File: src/hdl/dmrd_pkg.sv
package dmrd_pkg;

  localparam int unsigned DriveMax = 255;

  localparam logic [15:0] RampStepReset  = 16'd5;
  localparam logic [15:0] RampPeriodReset = 16'd20;
  localparam logic [15:0] TimeoutReset   = 16'd200;
  localparam logic [15:0] MinPwmReset    = 16'd10;

  // Reciprocal of 254 scaled by 2^24, rounded up; exact for 16-bit dividends.
  localparam logic [16:0] RecipK     = 17'd66053;
  localparam int unsigned RecipShift = 24;

  typedef enum logic [1:0] {
    REG_RAMP_STEP   = 2'd0,
    REG_RAMP_PERIOD = 2'd1,
    REG_TIMEOUT     = 2'd2,
    REG_MIN_PWM     = 2'd3
  } reg_idx_t;

  typedef enum logic [1:0] {
    DIR_BRAKE   = 2'd0,
    DIR_FORWARD = 2'd1,
    DIR_REVERSE = 2'd2
  } dir_t;

  typedef enum logic {
    CMD_TICK = 1'b0,
    CMD_SET  = 1'b1
  } cmd_t;

  typedef struct packed {
    logic set;
    logic clear_goal;
    logic ramp;
  } ctl_t;

  function automatic logic signed [8:0] clamp_target(input logic signed [8:0] t);
    logic signed [8:0] r;
    r = t;
    if (t == -9'sd256) begin
      r = -9'sd255;
    end
    return r;
  endfunction

endpackage

File: src/hdl/dual_motor_ramp_drive_unit.sv
// A result passes through the s1 and s2 stage registers and then the output register.
// Throughput: one beat per cycle unless the output stalls; the ramp state updates in the
// accepting cycle and the duty remap is a two-stage multiply pipeline behind it.
// A stalled output register holds the whole pipeline and input ready drops with it.
// Reset is synchronous: targets, drive values, both ms counters and the pipeline valid
// flags clear, and the configuration registers return to their default values.
module dual_motor_ramp_drive_unit import dmrd_pkg::*; (
  input  logic        clk,
  input  logic        rst,
  input  logic        s_axis_tvalid,
  output logic        s_axis_tready,
  input  logic [23:0] s_axis_tdata,  // left_target[8:0], right_target[17:9], zero[23:18]
  input  logic        s_axis_tuser,  // command[0]
  output logic        m_axis_tvalid,
  input  logic        m_axis_tready,
  output logic [23:0] m_axis_tdata,  // left_duty[7:0], left_direction[9:8],
                                     // right_duty[17:10], right_direction[19:18], zero[23:20]
  input  logic        cfg_we,
  input  logic [1:0]  cfg_index,
  input  logic [15:0] cfg_data
);

  logic [7:0]  step_size;
  logic [15:0] ramp_period_ms;
  logic [15:0] command_timeout_ms;
  logic [7:0]  min_pwm;

  logic adv;
  logic acc;
  logic v1;
  logic v2;
  ctl_t ctl;

  logic [7:0] left_duty;
  logic [7:0] right_duty;
  dir_t       left_dir;
  dir_t       right_dir;

  assign adv           = !m_axis_tvalid || m_axis_tready;
  assign s_axis_tready = adv;
  assign acc           = s_axis_tvalid && adv;

  always_ff @(posedge clk) begin
    if (rst) begin
      step_size          <= RampStepReset[7:0];
      ramp_period_ms     <= RampPeriodReset;
      command_timeout_ms <= TimeoutReset;
      min_pwm            <= MinPwmReset[7:0];
    end else if (cfg_we) begin
      case (reg_idx_t'(cfg_index))
        REG_RAMP_STEP:   step_size          <= cfg_data[7:0];
        REG_RAMP_PERIOD: ramp_period_ms     <= cfg_data;
        REG_TIMEOUT:     command_timeout_ms <= cfg_data;
        REG_MIN_PWM:     min_pwm            <= cfg_data[7:0];
        default: ;
      endcase
    end
  end

  dmrd_timer u_timer (
    .clk                (clk),
    .rst                (rst),
    .acc                (acc),
    .command            (s_axis_tuser),
    .ramp_period_ms     (ramp_period_ms),
    .command_timeout_ms (command_timeout_ms),
    .ctl                (ctl)
  );

  dmrd_lane u_left (
    .clk       (clk),
    .rst       (rst),
    .adv       (adv),
    .acc       (acc),
    .ctl       (ctl),
    .target    (s_axis_tdata[8:0]),
    .step_size (step_size),
    .min_pwm   (min_pwm),
    .duty      (left_duty),
    .dir       (left_dir)
  );

  dmrd_lane u_right (
    .clk       (clk),
    .rst       (rst),
    .adv       (adv),
    .acc       (acc),
    .ctl       (ctl),
    .target    (s_axis_tdata[17:9]),
    .step_size (step_size),
    .min_pwm   (min_pwm),
    .duty      (right_duty),
    .dir       (right_dir)
  );

  always_ff @(posedge clk) begin
    if (rst) begin
      v1            <= 1'b0;
      v2            <= 1'b0;
      m_axis_tvalid <= 1'b0;
    end else if (adv) begin
      v1            <= acc;
      v2            <= v1;
      m_axis_tvalid <= v2;
    end
  end

  always_ff @(posedge clk) begin
    if (adv && v2) begin
      m_axis_tdata <= {4'b0000, right_dir, right_duty, left_dir, left_duty};
    end
  end

endmodule

File: src/hdl/dmrd_timer.sv
module dmrd_timer import dmrd_pkg::*; (
  input  logic        clk,
  input  logic        rst,
  input  logic        acc,
  input  logic        command,
  input  logic [15:0] ramp_period_ms,
  input  logic [15:0] command_timeout_ms,
  output ctl_t        ctl
);

  logic [15:0] since_command;
  logic [15:0] since_ramp;
  logic [15:0] since_command_next;
  logic [15:0] since_ramp_next;
  logic        is_set;

  assign is_set = (cmd_t'(command) == CMD_SET);

  always_comb begin
    since_command_next = (since_command == 16'hFFFF) ? since_command : since_command + 16'd1;
    since_ramp_next    = (since_ramp == 16'hFFFF) ? since_ramp : since_ramp + 16'd1;
    ctl.set        = is_set;
    ctl.clear_goal = !is_set && (since_command_next > command_timeout_ms);
    ctl.ramp       = !is_set && (since_ramp_next >= ramp_period_ms);
  end

  always_ff @(posedge clk) begin
    if (rst) begin
      since_command <= '0;
      since_ramp    <= '0;
    end else if (acc) begin
      if (is_set) begin
        since_command <= '0;
      end else begin
        since_command <= since_command_next;
        since_ramp    <= ctl.ramp ? 16'd0 : since_ramp_next;
      end
    end
  end

endmodule

File: src/hdl/dmrd_lane.sv
module dmrd_lane import dmrd_pkg::*; (
  input  logic              clk,
  input  logic              rst,
  input  logic              adv,
  input  logic              acc,
  input  ctl_t              ctl,
  input  logic signed [8:0] target,
  input  logic [7:0]        step_size,
  input  logic [7:0]        min_pwm,
  output logic [7:0]        duty,
  output dir_t              dir
);

  logic signed [8:0]  goal;
  logic signed [8:0]  current;
  logic signed [8:0]  goal_eff;
  logic signed [8:0]  current_next;
  logic signed [10:0] cur_w;
  logic signed [10:0] goal_w;
  logic signed [10:0] step_w;
  logic signed [10:0] moved;
  logic [8:0]         mag;
  logic [7:0]         magm1_next;
  dir_t               dir_next;

  logic [7:0]  s1_magm1;
  dir_t        s1_dir;
  logic [15:0] s2_prod;
  dir_t        s2_dir;
  logic [7:0]  scale;
  logic [32:0] quot_w;

  always_comb begin
    goal_eff = ctl.clear_goal ? 9'sd0 : goal;
    cur_w    = {{2{current[8]}}, current};
    goal_w   = {{2{goal_eff[8]}}, goal_eff};
    step_w   = {3'b000, step_size};
    moved    = cur_w;
    current_next = current;
    if (ctl.ramp) begin
      if (goal_w < cur_w) begin
        moved = cur_w - step_w;
        current_next = (moved < goal_w) ? goal_eff : moved[8:0];
      end else if (goal_w > cur_w) begin
        moved = cur_w + step_w;
        current_next = (moved > goal_w) ? goal_eff : moved[8:0];
      end
    end
    mag = current_next[8] ? 9'(-current_next) : current_next;
    if (current_next == 9'sd0) begin
      dir_next   = DIR_BRAKE;
      magm1_next = '0;
    end else begin
      dir_next   = current_next[8] ? DIR_REVERSE : DIR_FORWARD;
      magm1_next = mag[7:0] - 8'd1;
    end
  end

  always_ff @(posedge clk) begin
    if (rst) begin
      goal    <= '0;
      current <= '0;
    end else if (acc) begin
      if (ctl.set) begin
        goal <= clamp_target(target);
      end else begin
        goal    <= goal_eff;
        current <= current_next;
      end
    end
  end

  assign scale = 8'(DriveMax) - min_pwm;

  always_ff @(posedge clk) begin
    if (adv) begin
      s1_magm1 <= magm1_next;
      s1_dir   <= dir_next;
      s2_prod  <= 16'(s1_magm1 * scale);
      s2_dir   <= s1_dir;
    end
  end

  always_comb begin
    quot_w = 33'(s2_prod * RecipK);
    duty   = (s2_dir == DIR_BRAKE) ? 8'd0 : (quot_w[RecipShift +: 8] + min_pwm);
    dir    = s2_dir;
  end

endmodule

File: config.mk
export PLATFORM = sky130hd
export DESIGN_NAME = dual_motor_ramp_drive_unit
export DESIGN_NICKNAME = d
export VERILOG_FILES = /design/src/hdl/dmrd_pkg.sv /design/src/hdl/dual_motor_ramp_drive_unit.sv /design/src/hdl/dmrd_timer.sv /design/src/hdl/dmrd_lane.sv
export SDC_FILE = /design/constraint.sdc
export NUM_CORES = 1
export LEC_CHECK = 0
export BUFFER_PORTS_ARGS = -buffer_cell sky130_fd_sc_hd__clkbuf_2
export CAP_MARGIN = 20
export CORE_ASPECT_RATIO = 1.2
export CORE_MARGIN = 4
export CORE_UTILIZATION = 40
export DETAILED_ROUTE_END_ITERATION = 10
export PLACE_DENSITY_LB_ADDON = 0.25
export SYNTH_ARGS = -nofsm -noshare
export SYNTH_HDL_FRONTEND = slang
export SYNTH_SLANG_ARGS = --single-unit
File: constraint.sdc
create_clock -name clk -period 7.55 [get_ports clk]
set_clock_uncertainty 0.2 [all_clocks]
set_input_delay 0.755 -clock clk [delete_from_list [all_inputs] [get_ports clk]]
set_output_delay 0.755 -clock clk [all_outputs]
set_load 0.05 [all_outputs]
==> impl_metrics.csv, run 1 <==
group,metric,value,unit
run_status,status,"finished clean",
pwr,power_per_cell_area,388,nW/um^2
logic_synthesis,yosysWarnings,0,
setup_path,startpoint_type,"flip-flop",
setup_path,worst_path_max_delay_cell,"or3_4",
setup_path,crit_top_cell,"and3_1",
setup_path,worst-r2r-setup-slack,0.42,ns
global_route,grt_pass1_wl,82400,um
routing,ant_nets,0,
job,max_cap_violations,0,
setup_path,crit_family,"simple AND/OR/NAND/NOR gates",
logic_synthesis,synthTopCellsByArea,"ha_1 (24%), dfxtp_1 (12%), edfxtp_1 (11%)",
logic_synthesis,synth.distinct_cells,96,
setup_path,rr_worst_depth,31,
logic_synthesis,synth_edf_count,76,
setup_path,critPathBufInv,3,
cts,clk_path_buf_depth,2,
sta,relSlewSlack,31.3,%
logic_synthesis,synth_cells,2328,
routing,routed_via_density,5.20,
floorplanning,fp.dieH,257,um
floorplanning,initial_core_util,40.3,%
global_route,antenna_found_initial,0,
routing,remaining_drc_errors,0,
logic_synthesis,postSynth.asyncResetShare,0,%
sta,worst_pin_slew,1.03,ns
floorplanning,dieArea,55500,um^2
finish,antenna_cells,0,
placement,placed_area,22200,um^2
placement,post-place-cells,3100,
pwr,vdd_drop_max,0.245,mV
cts,clk_transition_reported_paths,0.08,ns
cts,root_buffer,"clkbuf_16",
routing,drtIter0Drc,764,
placement,gp_congestion,0.939,
finish,fin_cells,3147,
logic_synthesis,syn_area,20700,um^2
min_path,worstHoldStart,"u_left.s1_dir[0]",
logic_synthesis,ys_ff_latch,195,
setup_path,r2r-end,"u_left.s1_magm1[6]",
logic_synthesis,yosys.cell_count.top_type,"ha_1",
finish,area_growth,11.5,%
min_path,whs_endpoint,"u_left.dir[0]",
pwr,leakage,11.1,nW
setup_path,cp_max_fo,7,
logic_synthesis,syn_area_per_cell,8.90,um^2
global_route,grt_pass1_vias,16500,
global_route,grt_overflow,0,
routing,routed_wl,49800,um
routing,dr.pass1.iters,5,
placement,portBuffers,63,
routing,vias,16400,
setup_path,crit_path_start,"u_timer.since_command[3]",
global_route,grt_start_max_net_pins,87,
setup_path,cp_slowest_stage_delay,0.41,ns
min_path,min_path_cells,0,
sta,hold_violations,0,
cts,cts.sinks,195,
cts,clock_latency,0.49,ns
placement,hpwl,39700,um
setup_path,endpoint_kind,"flip-flop",
cts,cts_tree,"built",
logic_synthesis,synthFlopType,"dfxtp_1",
logic_synthesis,synth-seq-area-share,22.5,%
finish,num-nets-final,2981,
floorplanning,row_count,91,
setup_path,path_class,"reg2reg",
sta,finalSetupViolCount,0,
floorplanning,ioPinCount,74,
floorplanning,fp.coreArea,51400,um^2
finish,stdcell_area,23100,um^2
logic_synthesis,ys_top_cells_by_count,"ha_1 (396), inv_1 (280), nor2_1 (210), nand2_1 (150), a21oi_1 (129)",
sta,fin_crit_sh,94.5,%
cts,holdBufCountCts,0,
sta,period_needed,7.13,ns
sta,slew_violations,0,
setup_path,arrival,7.17,ns
setup_path,worstPathRequired,7.59,ns
floorplanning,die_w,216,um
min_path,hold_class,"reg2reg",
finish,drive_gt1_share,10.6,%
routing,avgRoutedWirePerCell,15.8,um
cts,htreeDepth,4,
sta,timing.setup.tns,0,ns
global_route,grt_util_all_layers,18.2,%
logic_synthesis,synth_top_area_share,23.9,%
sta,hold_ws,0.226,ns
logic_synthesis,yosysTopAreaCell,"ha_1",
sta,max_freq,140,MHz
cts,numCtsBuffers,17,
setup_path,regToRegStartpoint,"u_timer.since_command[3]",
==> what timing repair did <==
action	4_1_cts	5_1_grt
cloned	0	1
buffers inserted	0	12
pin swaps	0	13
endpoints found under the setup margin	1	19
gates resized for setup	1	34
==> kinds of logic after synthesis <==
group / Yosys count / synth area share [%]
XOR/XNOR: 116 / 4.91
AND/OR/NAND/NOR: 703 / 17.0
buffers and inverters: 358 / 6.80
multiplexers: 10 / 0.501
adder cells (fa/ha/maj): 496 / 33.6
flip-flops: 195 / 22.5
AO/OA/AOI/OAI: 449 / 14.7
other: 1 / 0.0181
==> cells in the final DEF (no fill, tap or decap), types with 77 or more instances in the layout <==
cell      instances
nor2_1          208
nand2_1         149
nor2b_1          95
inv_1           280
dfxtp_1         115
ha_1            396
nand2b_1         77
fa_1            100
xnor2_1          89
buf_4            96
a21oi_1         127
==> power by group <==
part	internal (mW)	switching, mW	total, mW
clock network	0.497	0.478	0.975
registers	1.47	0.236	1.70
logic	2.95	3.34	6.29
==> worst max-delay path by stage <==
stage,end,slack (ns),cells past startpoint
detailed placement,u_right.s1_magm1[7],0.04,30
global route,u_right.s1_magm1[6],-0.06,30
CTS,u_right.s1_magm1[7],0.05,31
finish,u_left.s1_magm1[6],0.42,31
floorplan,u_left.s1_magm1[7],0.15,34
global placement,u_right.s1_magm1[7],0.14,30
==> sequential cells by signal (all words and copies together), names as in the netlist, 16 cells and up <==
| name | cells |
|---|---|
| u_timer.since_ramp | 16 |
| u_timer.since_command | 16 |
| u_left.s2_prod | 16 |
| m_axis_tdata | 20 |
| ramp_period_ms | 16 |
| command_timeout_ms | 16 |
| u_right.s2_prod | 16 |
==> worst reg2reg max path, delay by kind of cell (launching register included) <==
family / cells / cell delay [ns]
compound gates: 6 / 1.09
xor+xnor: 2 / 0.46
fa+ha+maj: 2 / 0.58
buf+inv: 3 / 0.40
flops: 1 / 0.34
mux: 1 / 0.14
simple gates: 17 / 3.64
==> through the flow <==
stage | power (mW) | setup WS [ns] | util (%)
after floorplan | 6.61 | 0.151 | -
after global placement | 7.84 | 0.140 | 43.3
after detailed placement | 8.05 | 0.0379 | 43.3
after CTS | 9.13 | 0.0532 | 44.5
after global routing | 10.3 | -0.0604 | 45.0
final | 8.97 | 0.418 | 45.0
==> routing by layer <==
metal	global-route usage [%]	wire length [um]	part of all wire [%]	up-vias
met4	5.41	945	1.9	0
met3	2.60	1680	3.4	52
met2	32.1	24800	50	262
met1	23.0	22400	45	7810
li1	-	-	-	8227
met5	0	0	0	-
==> layout make-up <==
type	count	area (um^2)
multi-input combinational	1778	14800
clock inverter	14	176
fill	5060	28300
tap	697	872
sequential	195	4670
timing repair buffer	163	1100
inverter	282	1060
clock buffer	18	450
No activity file was read; power rests on OpenSTA's default activity.
==> inputs of run 2 (changes only) <==
- ABC_AREA: default -> 1
- TNS_END_PERCENT: default -> 10
==> impl_metrics.csv, run 2 <==
group,metric,value,unit
logic_synthesis,synthTopCellsByArea,"ha_1 (23%), dfxtp_1 (11%), edfxtp_1 (11%)",
setup_path,cp_max_fo,15,
min_path,worstHoldStart,"u_left.s1_dir[1]",
placement,placed_area,22200,um^2
cts,clk_transition_reported_paths,0.08,ns
logic_synthesis,synth_top_family_by_area,"adder cells",
min_path,hold_class,"reg2reg",
pwr,vdd_drop_max,0.239,mV
setup_path,startpoint_type,"flip-flop",
routing,routed_via_density,5.04,
sta,relSlewSlack,26.4,%
setup_path,crit_top_cell,"nand2_1",
logic_synthesis,synth_mux_area_share,0,%
cts,htreeDepth,4,
finish,largest_reg_flops,20,
routing,drtIter0Drc,841,
pwr,finalPower,10.5,mW
logic_synthesis,synth_top_area_share,23.5,%
finish,num-nets-final,3306,
floorplanning,row_count,92,
placement,gp_congestion,0.924,
logic_synthesis,synth-xor-area-share,3.73,%
placement,hpwl,42000,um
setup_path,worst_path_max_delay_cell,"dfxtp_1",
routing,routed_wl,51800,um
global_route,grt_pass1_vias,17700,
finish,regMostFlops,"m_axis_tdata",
sta,slew_violations,0,
run_status,status,"finished clean",
job,max_cap_violations,0,
finish,antenna_cells,0,
sta,fin_crit_sh,91.1,%
logic_synthesis,yosys.cell_count.top_type,"inv_1",
cts,numCtsBuffers,17,
finish,stdcell_area,22900,um^2
routing,avgRoutedWirePerCell,14.9,um
cts,cts.sinks,195,
setup_path,r2r-end,"u_right.s1_magm1[1]",
cts,cts_tree,"built",
logic_synthesis,syn_area,21100,um^2
logic_synthesis,synth_edf_count,76,
logic_synthesis,ys_top_cells_by_count,"inv_1 (464), nand2_1 (458), ha_1 (396), a21oi_1 (270), nor2_1 (230)",
setup_path,worstPathRequired,7.60,ns
floorplanning,initial_core_util,40.3,%
routing,ant_nets,0,
routing,dr.pass1.iters,5,
finish,final_cell_mix,"inv_1 (463), nand2_1 (454), ha_1 (396)",
min_path,whs_endpoint,"u_left.dir[1]",
finish,area_growth,8.42,%
logic_synthesis,synth-seq-area-share,22.1,%
logic_synthesis,yosysTopAreaCell,"ha_1",
global_route,grt_util_all_layers,18.8,%
logic_synthesis,yosysWarnings,0,
setup_path,path_class,"reg2reg",
sta,period_needed,6.88,ns
sta,max_freq,145,MHz
cts,root_buffer,"clkbuf_16",
floorplanning,die_w,218,um
floorplanning,dieArea,56600,um^2
sta,hold_violations,0,
logic_synthesis,syn_area_per_cell,7.78,um^2
logic_synthesis,postSynth.asyncResetShare,0,%
min_path,min_path_cells,0,
floorplanning,fp.coreArea,52400,um^2
logic_synthesis,synthSimpleGateAreaFrac,19.0,%
logic_synthesis,synth.distinct_cells,62,
logic_synthesis,synth_cells,2714,
global_route,antenna_found_initial,0,
setup_path,rr_worst_depth,39,
finish,final_common_cell,"inv_1",
logic_synthesis,ys_ff_latch,195,
routing,remaining_drc_errors,0,
placement,portBuffers,63,
global_route,grt_overflow,0,
routing,vias,17500,
logic_synthesis,synth_compound_area_share,12.6,%
setup_path,cp_slowest_stage_delay,0.44,ns
sta,worst_pin_slew,1.10,ns
pwr,leakage,12.0,nW
pwr,power_per_cell_area,457,nW/um^2
floorplanning,fp.dieH,260,um
floorplanning,ioPinCount,74,
finish,drive_gt1_share,7.03,%
setup_path,endpoint_kind,"flip-flop",
global_route,grt_pass1_wl,86100,um
cts,clock_latency,0.49,ns
setup_path,arrival,6.93,ns
logic_synthesis,synth_fa_ha_area_share,32.9,%
cts,clk_path_buf_depth,2,
setup_path,worst-r2r-setup-slack,0.67,ns
setup_path,regToRegStartpoint,"u_timer.since_command[0]",
sta,finalSetupViolCount,0,
global_route,grt_start_max_net_pins,66,
logic_synthesis,synthFlopType,"dfxtp_1",
[run 2: cell families (layout without fill, tap and decap cells)]
| kind of cell | after synthesis | after routing |
|---|---|---|
| flops | 195 | 195 |
| fa+ha+maj | 496 | 496 |
| xor+xnor | 89 | 89 |
| compound gates | 490 | 490 |
| other cells | 1 | 4 |
| buf+inv | 530 | 588 |
| simple gates | 913 | 913 |
[run 2: how the worst max path moves through the flow]
stage / cells after the start / from / to
2_1_floorplan: 38 / u_timer.since_command[5] / u_left.s1_magm1[7]
3_3_place_gp: 39 / u_timer.since_command[4] / u_left.s1_magm1[7]
3_5_place_dp: 37 / u_timer.since_command[0] / u_right.s1_magm1[1]
4_1_cts: 37 / u_timer.since_command[0] / u_right.s1_magm1[1]
5_1_grt: 37 / u_timer.since_command[4] / u_right.s1_magm1[1]
6_report: 39 / u_timer.since_command[0] / u_right.s1_magm1[1]
[run 2: cell type report]
class | count | area [um^2]
Multi-Input combinational cell | 1992 | 14500
Clock inverter | 15 | 215
Timing Repair Buffer | 82 | 458
Inverter | 474 | 1780
Clock buffer | 17 | 425
Fill cell | 5250 | 29500
Sequential cell | 195 | 4660
Tap cell | 705 | 882
[run 2: critical path: cells and delay by family (launching register included)]
kind                     cells  cell delay, ns
AND/OR/NAND/NOR             21            2.80
flip-flops                   1            0.44
buffers and inverters        6            0.69
AO/OA/AOI/OAI                7            1.14
XOR/XNOR                     1            0.29
adder cells (fa/ha/maj)      4            1.05
[run 2: routing by layer]
layer / vias up / GRT usage, % / wire (um)
met5: - / 0 / 0
li1: 9001 / - / -
met3: 93 / 3.45 / 1960
met1: 8120 / 22.8 / 23000
met2: 333 / 33.6 / 25500
met4: 0 / 5.88 / 1340
[run 2: what timing repair did]
action / in CTS / in global routing
gates resized for setup: 0 / 8
hold buffers: 0 / 0
endpoints found under the setup margin: 0 / 18
setup buffers: 0 / 2
[run 2: per-stage QoR]
stage | cells | TNS, ns | setup slack (ns) | util [%] | hold slack (ns)
after floorplan | 2717 | 0 | 1.47 | - | 0.200
after global placement | 3446 | 0 | 0.480 | 42.4 | 0.205
after detailed placement | 3446 | 0 | 0.412 | 42.4 | 0.205
after CTS | 3478 | 0 | 0.389 | 43.6 | 0.224
after global routing | 3480 | -0.0329 | -0.0193 | 43.7 | 0.247
final | 3480 | 0 | 0.674 | 43.7 | 0.222
[run 2: power breakdown]
| part | switching, mW | leakage, nW | internal, mW |
|---|---|---|---|
| combinational | 4.48 | 9.91 | 3.20 |
| clock | 0.466 | 0.315 | 0.538 |
| sequential | 0.229 | 1.76 | 1.55 |
==> inputs of run 3 (changes only) <==
- REMOVE_ABC_BUFFERS: default -> 1
==> impl_metrics.csv, run 3 (synthesized netlist as in run 2, its figures left out) <==
group,metric,value,unit
run_status,status,"finished clean",
routing,drtIter0Drc,871,
placement,placed_area,22200,um^2
setup_path,worst_path_max_delay_cell,"dfxtp_1",
cts,post_cts_resized,0,
floorplanning,ioPinCount,74,
routing,vias,17600,
routing,dr_wl_met2,26000,um
cts,numCtsBuffers,17,
pwr,finalPower,10.5,mW
finish,register_area,4660,um^2
setup_path,path_class,"reg2reg",
finish,final_common_cell,"inv_1",
routing,remaining_drc_errors,0,
cts,clk_path_buf_depth,2,
global_route,antenna_found_initial,0,
finish,num-nets-final,3303,
placement,hpwl,42200,um
routing,avgRoutedWirePerCell,15.0,um
setup_path,startpoint_type,"flip-flop",
placement,post-place-cells,3444,
pwr,vdd_drop_max,0.360,mV
sta,max_freq,144,MHz
global_route,grt_overflow,0,
placement,portBuffers,63,
finish,multiInputGateArea,14500,um^2
setup_path,critPathBufInv,5,
routing,wl_met1,22900,um
min_path,hold_class,"reg2reg",
cts,cts_tree,"built",
finish,n_fill_cell,5267,
cts,clk_transition_reported_paths,0.09,ns
global_route,grt_util_all_layers,18.8,%
global_route,grt_pass1_wl,86300,um
cts,postCtsSetupRepairBufs,0,
floorplanning,fp.coreArea,52400,um^2
job,max_cap_violations,0,
setup_path,worstPathRequired,7.61,ns
placement,gp_congestion,0.928,
global_route,grt_start_max_net_pins,46,
pwr,power_per_cell_area,458,nW/um^2
routing,route.met3.wl,1940,um
placement,place_ws,0.379,ns
setup_path,arrival,7.01,ns
finish,largest_reg_flops,20,
cts,cts.sinks,195,
routing,ant_nets,0,
floorplanning,dieArea,56600,um^2
setup_path,cp_slowest_stage_delay,0.42,ns
finish,stdcell_area,22900,um^2
cts,root_buffer,"clkbuf_16",
setup_path,endpoint_kind,"flip-flop",
sta,hold_ws,0.221,ns
finish,antenna_cells,0,
setup_path,cp_max_fo,19,
global_route,grt_pass1_vias,17500,
sta,setup_slack,0.597,ns
setup_path,crit_family,"simple AND/OR/NAND/NOR gates",
sta,hold_violations,0,
routing,routed_wl,52100,um
sta,worst_pin_slew,1.07,ns
finish,regMostFlops,"m_axis_tdata",
floorplanning,fp.dieH,260,um
cts,holdBufCountCts,0,
pwr,leakage,12.0,nW
finish,fin_cells,3477,
finish,drive_gt1_share,6.78,%
sta,slew_violations,0,
routing,dr.pass1.iters,7,
finish,postLayoutCoreUtil,43.7,%
sta,fin_crit_sh,92.1,%
finish,final_cell_mix,"inv_1 (463), nand2_1 (457), ha_1 (396)",
finish,area_growth,8.26,%
routing,top_layer,"met4",
sta,timing.setup.tns,0,ns
floorplanning,die_w,218,um
sta,finalSetupViolCount,0,
sta,period_needed,6.95,ns
floorplanning,initial_core_util,40.3,%
cts,htreeDepth,4,
sta,relSlewSlack,28.5,%
setup_path,crit_top_cell,"nand3_1",
cts,clock_latency,0.50,ns
floorplanning,row_count,92,
routing,routed_via_density,5.07,
## run 3: metal layers
metal / vias to the layer above / track usage, %
met1: 8227 / 23.0
li1: 8991 / -
met3: 89 / 3.14
met4: 0 / 5.69
met5: - / 0
met2: 323 / 33.7
## run 3: cell type report
class,count,share of cell area [%]
Clock buffer,17,1.86
Clock inverter,15,0.908
Inverter,474,7.78
Multi-Input combinational cell,1992,63.3
Sequential cell,195,20.4
Tap cell,705,3.86
Timing Repair Buffer,79,1.94
## run 3: worst reg2reg max path: cells and delay by family (launching register included)
family	cells	cell delay, ns
fa+ha+maj	4	1.07
compound gates	4	0.90
flops	1	0.42
simple gates	28	3.68
buf+inv	5	0.43
## run 3: power breakdown
| part | switching (mW) | leakage, nW | internal, mW |
|---|---|---|---|
| sequential | 0.230 | 1.76 | 1.55 |
| combinational | 4.49 | 9.90 | 3.20 |
| clock | 0.535 | 0.302 | 0.464 |
| total | 5.26 | 12.0 | 5.21 |
## run 3: final timing paths
| path | start | end | slack (ns) | cells after the start |
|---|---|---|---|---|
| worst max-delay path | u_timer.since_command[0] | u_left.s1_magm1[7] | 0.60 | 41 |
| worst max register to register | u_timer.since_command[0] | u_left.s1_magm1[7] | 0.60 | 41 |
| worst min-delay path | u_right.s1_dir[1] | u_right.dir[1] | 0.22 | 0 |
| worst min register to register | u_right.s1_dir[1] | u_right.dir[1] | 0.22 | 0 |
